$ cat src/rtl/qbvg_pkg.sv
// ----------------------------------------------------------------------------
// qbvg_pkg
// Shared types and constants of the quad batch vertex generator.
// ----------------------------------------------------------------------------
package qbvg_pkg;

   localparam int MAX_QUADS_DEF = 1024;
   localparam int TEX_SLOTS_DEF = 16;

   localparam int REQ_DATA_W = 400;
   localparam int RSP_DATA_W = 248;

   // action codes
   localparam logic [1:0] ACT_BEGIN = 2'd0;
   localparam logic [1:0] ACT_DRAW  = 2'd1;
   localparam logic [1:0] ACT_END   = 2'd2;

   // result kinds
   localparam logic [1:0] KIND_VERTEX = 2'd0;
   localparam logic [1:0] KIND_FLUSH  = 2'd1;
   localparam logic [1:0] KIND_BIND   = 2'd2;

   // sine polynomial constants
   localparam logic [14:0] TRIG_C1 = 15'd1160;
   localparam logic [14:0] TRIG_C2 = 15'd10512;
   localparam logic [14:0] TRIG_C3 = 15'd25736;

   typedef struct packed {
      logic       load_in;
      logic       trig_en;
      logic [1:0] trig_step;
      logic       prod_en;
      logic       start_batch;
      logic       emit_flush;
      logic       emit_bind;
      logic       emit_vert;
      logic [1:0] corner;
      logic       last;
      logic       slot_zero;
      logic       slot_hit;
      logic       add_idx;
   } qbvg_cmd_type;

   typedef struct packed {
      logic [1:0] action;
      logic       idx_full;
      logic       idx_nz;
      logic       id_nz;
      logic       hit;
      logic       slots_full;
      logic       out_free;
   } qbvg_sts_type;

endpackage

$ cat src/rtl/qbvg_ctrl.sv
// ----------------------------------------------------------------------------
// qbvg_ctrl
// Sequencer: walks a draw item through decode, sine, products, batch checks,
// texture slot lookup and four corner results; begin and end stop at decode.
// ----------------------------------------------------------------------------
module qbvg_ctrl
   import qbvg_pkg::*;
(
   input  logic         clock,
   input  logic         reset,
   input  logic         req_tvalid,
   output logic         req_tready,
   input  qbvg_sts_type sts,
   output qbvg_cmd_type cmd
);

   localparam logic [2:0] ST_IDLE   = 3'd0;
   localparam logic [2:0] ST_DECODE = 3'd1;
   localparam logic [2:0] ST_TRIG   = 3'd2;
   localparam logic [2:0] ST_PROD   = 3'd3;
   localparam logic [2:0] ST_FULL   = 3'd4;
   localparam logic [2:0] ST_SLOT   = 3'd5;
   localparam logic [2:0] ST_VERT   = 3'd6;

   logic [2:0] state_ff, state_in;
   logic [1:0] cnt_ff, cnt_in;

   assign req_tready = (state_ff == ST_IDLE);

   always_comb begin
      cmd      = '0;
      state_in = state_ff;
      cnt_in   = cnt_ff;
      unique case (state_ff)
         ST_IDLE: begin
            if (req_tvalid) begin
               cmd.load_in = 1'b1;
               state_in    = ST_DECODE;
            end
         end
         ST_DECODE: begin
            unique case (sts.action)
               ACT_BEGIN: begin
                  cmd.start_batch = 1'b1;
                  state_in        = ST_IDLE;
               end
               ACT_END: begin
                  if (!sts.idx_nz) begin
                     state_in = ST_IDLE;
                  end else if (sts.out_free) begin
                     cmd.emit_flush = 1'b1;
                     cmd.last       = 1'b1;
                     state_in       = ST_IDLE;
                  end
               end
               ACT_DRAW: begin
                  cnt_in   = 2'd0;
                  state_in = ST_TRIG;
               end
               default: begin
                  state_in = ST_IDLE;
               end
            endcase
         end
         ST_TRIG: begin
            cmd.trig_en   = 1'b1;
            cmd.trig_step = cnt_ff;
            cnt_in        = cnt_ff + 2'd1;
            if (cnt_ff == 2'd3) begin
               state_in = ST_PROD;
            end
         end
         ST_PROD: begin
            cmd.prod_en = 1'b1;
            state_in    = ST_FULL;
         end
         ST_FULL: begin
            if (!sts.idx_full) begin
               state_in = ST_SLOT;
            end else if (!sts.idx_nz) begin
               cmd.start_batch = 1'b1;
               state_in        = ST_SLOT;
            end else if (sts.out_free) begin
               cmd.emit_flush  = 1'b1;
               cmd.start_batch = 1'b1;
               state_in        = ST_SLOT;
            end
         end
         ST_SLOT: begin
            cnt_in = 2'd0;
            if (!sts.id_nz) begin
               cmd.slot_zero = 1'b1;
               state_in      = ST_VERT;
            end else if (sts.hit) begin
               cmd.slot_hit = 1'b1;
               state_in     = ST_VERT;
            end else if (sts.slots_full) begin
               // slots exhausted: flush, restart, then bind on the next pass
               if (!sts.idx_nz) begin
                  cmd.start_batch = 1'b1;
               end else if (sts.out_free) begin
                  cmd.emit_flush  = 1'b1;
                  cmd.start_batch = 1'b1;
               end
            end else if (sts.out_free) begin
               cmd.emit_bind = 1'b1;
               state_in      = ST_VERT;
            end
         end
         ST_VERT: begin
            if (sts.out_free) begin
               cmd.emit_vert = 1'b1;
               cmd.corner    = cnt_ff;
               cnt_in        = cnt_ff + 2'd1;
               if (cnt_ff == 2'd3) begin
                  cmd.last    = 1'b1;
                  cmd.add_idx = 1'b1;
                  state_in    = ST_IDLE;
               end
            end
         end
         default: begin
            state_in = ST_IDLE;
         end
      endcase
   end

   always_ff @(posedge clock) begin
      if (reset) begin
         state_ff <= ST_IDLE;
         cnt_ff   <= 2'd0;
      end else begin
         state_ff <= state_in;
         cnt_ff   <= cnt_in;
      end
   end

endmodule

$ cat config.mk
export PLATFORM = sky130hd
export DESIGN_NAME = qbvg_ctrl
export DESIGN_NICKNAME = d
export VERILOG_FILES = /design/src/rtl/qbvg_pkg.sv /design/src/rtl/qbvg_ctrl.sv
export SDC_FILE = /design/constraint.sdc
export NUM_CORES = 1
export LEC_CHECK = 0
export BUFFER_PORTS_ARGS = -buffer_cell sky130_fd_sc_hd__clkbuf_2
export CELL_PAD_IN_SITES_DETAIL_PLACEMENT = 0
export CELL_PAD_IN_SITES_GLOBAL_PLACEMENT = 1
export CORE_MARGIN = 4
export CORE_UTILIZATION = 30
export CTS_BUF_LIST = sky130_fd_sc_hd__clkbuf_4 sky130_fd_sc_hd__clkbuf_8
export DETAILED_ROUTE_END_ITERATION = 16
export PLACE_DENSITY = 0.86
export RECOVER_POWER = 25
export SLEW_MARGIN = 15
export SYNTH_ARGS = -nofsm -noshare
export SYNTH_HDL_FRONTEND = slang
export SYNTH_SLANG_ARGS = --single-unit
$ cat constraint.sdc
create_clock -name clock -period 1.59 [get_ports clock]
set_input_delay 0 -clock clock [delete_from_list [all_inputs] [get_ports clock]]
set_output_delay 0 -clock clock [all_outputs]
set_load 0.02 [all_outputs]
==> results of run 1 <==
[metrics by stage]
stage | setup slack, ns | setup TNS [ns]
after floorplan | 0.00931 | 0
after global placement | 0.102 | 0
after detailed placement | 0.0659 | 0
after CTS | -0.0180 | -0.0180
after global routing | -0.0679 | -0.0700
final | 0.0184 | 0
[worst max path at each step]
stage | from | endpoint | slack (ns) | cells after the start
after floorplan | state_ff[0] | cmd[3] | 0.009 | 5
after global placement | state_ff[2] | cmd[8] | 0.10 | 5
after detailed placement | state_ff[2] | cmd[8] | 0.07 | 5
after CTS | state_ff[1] | cmd[8] | -0.02 | 4
after global routing | state_ff[1] | cmd[8] | -0.07 | 4
final | state_ff[1] | cmd[8] | 0.02 | 4
[power by group]
| part | internal, W | total (W) | switching, W | leakage [nW] |
|---|---|---|---|---|
| registers | 0.000130 | 0.000136 | 0.00000605 | 0.0422 |
| clock network | 0.000112 | 0.000165 | 0.0000530 | 0.0184 |
| logic | 0.0000451 | 0.000106 | 0.0000606 | 0.292 |
| total | 0.000287 | 0.000406 | 0.000120 | 0.353 |
[layer usage]
metal  part of all wire  vias to the layer above  wire, um  track usage
met3              0.057                        2        86       0.0215
met5                  0                        -         0            0
met1               0.40                      293       605        0.150
met2               0.53                       19       789        0.202
li1                   -                      314         -            -
met4              0.011                        0        16       0.0717
[sequential cells by signal, indices dropped and copies added, names as in the netlist]
signal / flops
state_ff: 3
cnt_ff: 2
[worst max-delay path: stages, from the launching register on]
cell and delay [ns]:
dfxtp_2 0.35, nor4_4 0.32, nand2_2 0.12, a2111oi_4 0.35, buf_4 0.19
[cell usage in the layout (no fill, tap or decap), types with 2 or more instances in the layout]
cell type	netlist	layout
nand3_1	2	2
dfxtp_2	0	2
dfxtp_1	5	2
clkbuf_2	0	23
inv_1	3	3
a31o_1	2	2
buf_4	2	10
and2_1	6	6
o21ai_0	2	2
nor2b_1	3	3
nand2_1	5	4
nor2_1	6	5
a21oi_1	4	4
nor3_1	3	3
a32oi_2	0	2
nand2b_1	5	5
clkbuf_4	0	4
[kinds of logic (layout without fill, tap and decap cells)]
kind of cell,after synthesis,after routing,share of synthesized area
adders and majority gates,1,1,0.0254
muxes,1,1,0.0229
and+or+nand+nor,36,36,0.427
buffers and inverters,6,43,0.0611
DFF,5,5,0.204
AOI/OAI and AO/OA,17,17,0.260
[what timing repair did]
action,in CTS,in global routing
setup buffers,3,1
hold buffers,1,0
hold endpoints to repair,3,0
gates resized for setup,8,9
pin swaps,4,1
endpoints found under the setup margin,2,3
[cell type report]
type	count	area (um2)
clock buffers	4	30.0
fillers	146	732
inverters	3	11.3
multi-input cells	55	409
flip-flops and latches	5	106
well taps	16	20.0
repair buffers	36	215
==> out/metrics.yaml, run 1 <==
endpoint_kind: "primary output"
cts.clk_slew.worst_paths_ns: 0.04
yosysTopAreaCellShare: 0.204
cts_tree: "done"
via_count: 628
vias_per_cell: 5.28
drtAntennaViolNets: 0
syn_inst: 66
htreeDepth: 1
yosysSeqAreaShare: 0.204
power.total_w: 0.000406
wl_um: 1500
yosys-top-cells-area: "dfxtp_1, and2_1, nand2b_1"
area_growth_pct: 61.1
final_area_um2: 792
ir_drop_mv: 0.324
r2r_slack_ns: 0.05
status: "complete, no violations"
synth_top_cell_by_area: "dfxtp_1"
drive_gt1_frac: 0.466
finalMaxSlewViolations: 0
synth-seq-cells: 5
overflow: 0
fin_util: 0.520
track_usage: 0.124
syn_nets: 78
start_util: 0.323
place_congestion: 0.750
timing.rr.start: "state_ff[0]"
leakage_nw: 0.353
start_kind: "flip-flop"
antenna_found_initial: 0
cts_root_buf: "clkbuf_4"
ys_top_cells_by_count: "and2_1, nor2_1, dfxtp_1, nand2_1, nand2b_1"
hold_path_end: "state_ff[1]"
design.die.area_mm2: 0.00235
cap_viol_max_count: 0
first_iter_violations: 16
worstHoldStart: "sts[0]"
instances_no_fill: 119
setup_viol: 0
clock-sinks: 5
hpwl_um: 1110
fin_crit_sh: 0.988
fin_nets: 116
ys_types: 30
worstPathRequired_ns: 1.59
hp-class: "input port to flip-flop"
hold_viol: 0
io_pins: 27
core_mm2: 0.00152
syn_area_per_cell_um2: 7.45
reg2reg_depth: 5
clk_latency_ns: 0.24
placementRows: 14
portBuffers: 26
grt_pass1_wl_um: 2440
grt_pass1_vias: 582
clk_path_buf_depth: 2
grt_setup_unrepaired: "yes"
max_slew_margin: 0.780
fmax_mhz: 636
fp.dieH_um: 48.5
grt_start_max_net_pins: 12
die_w_um: 48.5
wl_per_cell_um: 12.6
hold_path_depth: 3
drc: 0
crit_fanout: 3
synthFlopType: "dfxtp_1"
syn-cell-area_um2: 492
place_area_um2: 661
first_pass_iters: 4
timing.rr.end: "state_ff[0]"
fin_skew_ns: 0.00433
yosys_warnings: 0
power_density_mw_per_mm2: 513
cts_buffers: 3
period_needed_ns: 1.57
hold_slack_ns: 0.254
placed_cells: 110
cp.arrival_ns: 1.57
critPathKind: "flip-flop to primary output"
diodes: 0
tightest_slew_ns: 0.322
synth-edff-count: 0
synthArstFlopShare: 0
No activity file was read; power rests on OpenSTA's default activity.
==> inputs of run 2 (changes only) <==
- SKIP_CTS_REPAIR_TIMING: not set -> 1
- clock period: 1.59 -> 1.65 ns (I/O delays scaled with it)
==> out/metrics.yaml, run 2 (synthesis results as in run 1) <==
finalMaxSlewViolations: 0  # unchanged
hold_viol: 0  # unchanged
drive_gt1_frac: 0.433  # -0.0330
clk_latency_ns: 0.25  # about the same
overflow: 0  # unchanged
layout_commonest_cell: "clkbuf_2"
max_slew_margin: 0.756  # -0.0235
cts.clk_slew.worst_paths_ns: 0.05  # about the same
grt_setup_unrepaired: "yes"
wl_um: 1470  # -1.6%
core_mm2: 0.00152  # unchanged
fin_nets: 110  # -5.2%
setup_viol: 0  # unchanged
status: "complete, no violations"
grt_pass1_wl_um: 2400  # -1.4%
cts_root_buf: "clkbuf_4"
design.die.area_mm2: 0.00235  # unchanged
portBuffers: 26  # unchanged
drc: 0  # unchanged
leakage_nw: 0.314  # -11%
fin_skew_ns: 0.00173  # -0.00260 ns
reg_top3: "state_ff x3, cnt_ff x2"
tns_ns: 0  # unchanged
final_cell_mix: "clkbuf_2, and2_1, nand2b_1, nor2_1, nand2_1"
cts_tree: "done"
cts_buffers: 3  # unchanged
critPathKind: "flip-flop to primary output"
first_iter_violations: 9  # -7
diodes: 0  # unchanged
top_register: "state_ff"
final_area_um2: 716  # -9.6%
fp.dieH_um: 48.5  # unchanged
placementRows: 14  # unchanged
largest_reg_flops: 3  # unchanged
cap_viol_max_count: 0  # unchanged
endpoint_kind: "primary output"
track_usage: 0.126  # +0.00181
grt_pass1_vias: 583  # +0.17%
crit_fanout: 6  # +3
hpwl_um: 1120  # +0.83%
area_growth_pct: 45.5
place_ws_ns: 0.122  # +0.0564 ns
first_pass_iters: 4  # unchanged
period_needed_ns: 1.64
htreeDepth: 1  # unchanged
hold_slack_ns: 0.000614  # -0.254 ns
fmax_mhz: 609
clock-sinks: 5  # unchanged
hold_path_depth: 2  # -1
place_area_um2: 638  # -3.4%
antenna_found_initial: 0  # unchanged
drtAntennaViolNets: 0  # unchanged
tightest_slew_ns: 0.356  # +0.0344 ns
wl_per_cell_um: 13.0  # +3.6%
fin_crit_sh: 0.996
reg2reg_depth: 4  # -1
start_util: 0.323  # unchanged
hp-class: "input port to flip-flop"
clk_path_buf_depth: 2  # unchanged
cp.arrival_ns: 1.64  # +0.07 ns
io_pins: 27  # unchanged
die_w_um: 48.5  # unchanged
worstPathRequired_ns: 1.65  # +0.06 ns
vias_per_cell: 5.37  # +1.8%
power_density_mw_per_mm2: 539  # +5.0%
setup_ws_ns: 0.00721  # -0.0112 ns
via_count: 607  # -3.3%
ir_drop_mv: 0.379  # +17%
start_kind: "flip-flop"
grt_start_max_net_pins: 13  # +1
place_congestion: 0.787  # +5.0%
## run 2: critical path, cell delays in order, from the launching register on
cell and delay (ns):
dfxtp_4 0.38, nor2b_4 0.17, and4b_2 0.27, a32oi_2 0.07, a2111oi_2 0.29, buf_2 0.22
## run 2: area by class of cell
type                            count  area (um2)
Fill cell                         161         808
Multi-Input combinational cell     55         388
Timing Repair Buffer               30         158
Sequential cell                     5         109
Clock buffer                        4        30.0
Tap cell                           16        20.0
Inverter                            3        11.3
## run 2: power breakdown
| part | switching, W | internal, W |
|---|---|---|
| sequential | 0.00000764 | 0.000124 |
| combinational | 0.0000512 | 0.0000360 |
| clock | 0.0000581 | 0.000108 |
| total | 0.000117 | 0.000269 |
## run 2: metal layers
layer  up-vias  part of all wire  GRT usage
met5         -                 0          0
met4         0             0.021     0.0673
met3         5             0.043     0.0399
met2        17              0.53      0.213
met1       280              0.41      0.137
li1        305                 -          -
## run 2: path summary, 6_finish.rpt
check | end | from | slack, ns
setup / recovery | cmd[8] | state_ff[2] | 0.007
hold reg to reg | cnt_ff[1] | cnt_ff[1] | 0.50
setup reg to reg | state_ff[0] | state_ff[1] | 0.18
hold / removal | state_ff[2] | reset | 0.0006
## run 2: per-stage QoR
| step | total power [W] | cells | util |
|---|---|---|---|
| 6_report | 0.000386 | 113 | 0.470 |
| 3_3_place_gp | 0.000215 | 107 | 0.419 |
| 4_1_cts | 0.000386 | 111 | 0.438 |
| 2_1_floorplan | 0.000181 | 66 | - |
| 3_5_place_dp | 0.000216 | 107 | 0.419 |
| 5_1_grt | 0.000414 | 113 | 0.470 |
==> inputs of run 3 (changes only) <==
- SETUP_SLACK_MARGIN: not set -> 0.5
==> out/metrics.yaml, run 3 (synthesis results as in run 1) <==
status: "finished, violations left"
violations: "hold timing"
hpwl_um: 1130  # +0.64%
setup_ws_ns: 0.0602  # +0.0530 ns
antenna_found_initial: 0  # unchanged
fin_skew_ns: 0.00581  # +0.00408 ns
fin_util: 0.541  # +0.0714
finalMaxSlewViolations: 0  # unchanged
hold_viol: 1  # +1
drive_gt1_frac: 0.561  # +0.128
ir_drop_mv: 0.573  # +51%
power_switching_w: 0.000118  # +0.89%
wl_per_cell_um: 12.8  # -1.6%
endpoint_kind: "primary output"
final_area_um2: 825  # +15%
wl_um: 1460  # -0.75%
clk_path_buf_depth: 2  # unchanged
period_needed_ns: 1.59  # -0.0530 ns
via_count: 605  # -0.33%
fill_cells: 160  # -0.62%
die_w_um: 48.5  # unchanged
htreeDepth: 1  # unchanged
design.die.area_mm2: 0.00235  # unchanged
tightest_slew_ns: 0.318  # -0.0378 ns
grt_pass1_vias: 557  # -4.5%
first_iter_violations: 5  # -4
power.total_w: 0.000393  # +1.8%
top_register: "state_ff"
worstPathRequired_ns: 1.65  # about the same
placed_cells: 107  # unchanged
largest_reg_flops: 3  # unchanged
power_density_mw_per_mm2: 476  # -12%
placementRows: 14  # unchanged
grt_start_max_net_pins: 14  # +1
power.internal_w: 0.000275  # +2.2%
cts.clk_slew.worst_paths_ns: 0.05  # about the same
hp-class: "input port to flip-flop"
leakage_nw: 0.339  # +7.9%
final_cell_mix: "clkbuf_2, buf_4, and2_1"
layout_commonest_cell: "clkbuf_2"
core_mm2: 0.00152  # unchanged
power_frac_seq: 0.336  # -0.006
place_ws_ns: 0.178  # +0.0554 ns
io_pins: 27  # unchanged
multi_input_area_um2: 455  # +17%
switching_share: 0.301  # -0.00280
instances_no_fill: 114  # +0.88%
start_kind: "flip-flop"
grt_setup_unrepaired: "yes"
area_growth_pct: 67.7
track_usage: 0.124  # -0.00126
diodes: 0  # unchanged
fin_nets: 111  # +0.91%
cp.arrival_ns: 1.59  # -0.05 ns
hold_slack_ns: -0.00170  # -0.00231 ns
critPathSlowestCell: "dfxtp_4"
overflow: 0  # unchanged
vias_per_cell: 5.31  # -1.2%
crit_fanout: 4  # -2
fin_crit_sh: 0.964  # -0.0321
fmax_mhz: 629  # +3.3%
clk_latency_ns: 0.24  # about the same
slowest_delay_ns: 0.36  # -0.02 ns
pwr-share-clk: 0.408  # -0.024
fp.dieH_um: 48.5  # unchanged
cts_tree: "done"
ff_latch_area_um2: 111  # +2.3%
max_slew_margin: 0.782  # +0.0259
reg_top3: "state_ff x3, cnt_ff x2"
clock-sinks: 5  # unchanged
worstPathCellList: "nor2b_4 -> and4b_2 -> a32oi_4 -> a2111oi_4 -> buf_4"
drtAntennaViolNets: 0  # unchanged
start_util: 0.323  # unchanged
pwr-share-comb: 0.256  # +0.030
cts_buffers: 3  # unchanged
place_area_um2: 688  # +7.8%
cts_root_buf: "clkbuf_4"
portBuffers: 26  # unchanged
drc: 0  # unchanged
setup_viol: 0  # unchanged
grt_pass1_wl_um: 2440  # +1.4%
place_congestion: 0.821  # +4.3%
first_pass_iters: 4  # unchanged
cap_viol_max_count: 0  # unchanged
critPathKind: "flip-flop to primary output"
## run 3: layout make-up
| class | instances | share of cell area |
|---|---|---|
| multi-input cells | 55 | 0.552 |
| repair buffers | 31 | 0.238 |
| flip-flops and latches | 5 | 0.135 |
| clock buffers | 4 | 0.0364 |
| well taps | 16 | 0.0243 |
| inverters | 3 | 0.0137 |
## run 3: worst paths after layout
| check | startpoint | cells past startpoint | slack (ns) | endpoint |
|---|---|---|---|---|
| max reg2reg | state_ff[2] | 4 | 0.17 | state_ff[0] |
| max | state_ff[2] | 5 | 0.06 | cmd[8] |
| min reg2reg | cnt_ff[0] | 2 | 0.49 | cnt_ff[0] |
| min | reset | 2 | -0.002 | cnt_ff[1] |
## run 3: power by group through the flow
stage	sequential [W]	clock (W)	combinational, W
floorplan	0.000132	0	0.0000572
global placement	0.000136	0	0.0000873
detailed placement	0.000136	0	0.0000879
CTS	0.000133	0.000170	0.0000883
global route	0.000133	0.000179	0.000110
finish	0.000132	0.000160	0.000100
## run 3: routing by layer
layer	track usage	up-vias	wire (um)
li1	-	306	-
met1	0.161	274	631
met2	0.189	25	704
met3	0.0644	0	128
met4	0.0135	0	0
met5	0	-	0
## run 3: critical path, delay by kind of cell, from the launching register on
kind                   cells  cell delay, ns
DFF                        1            0.36
buffers and inverters      1            0.19
and+or+nand+nor            2            0.43
AOI/OAI and AO/OA          2            0.36
## run 3: through the flow
| stage | setup TNS (ns) | hold WS, ns |
|---|---|---|
| 6_report | 0 | -0.00170 |
| 5_1_grt | -0.0639 | 0.00298 |
| 4_1_cts | -0.108 | -0.00828 |
| 3_5_place_dp | 0 | 0.260 |
| 3_3_place_gp | 0 | 0.256 |
| 2_1_floorplan | 0 | 0.0511 |
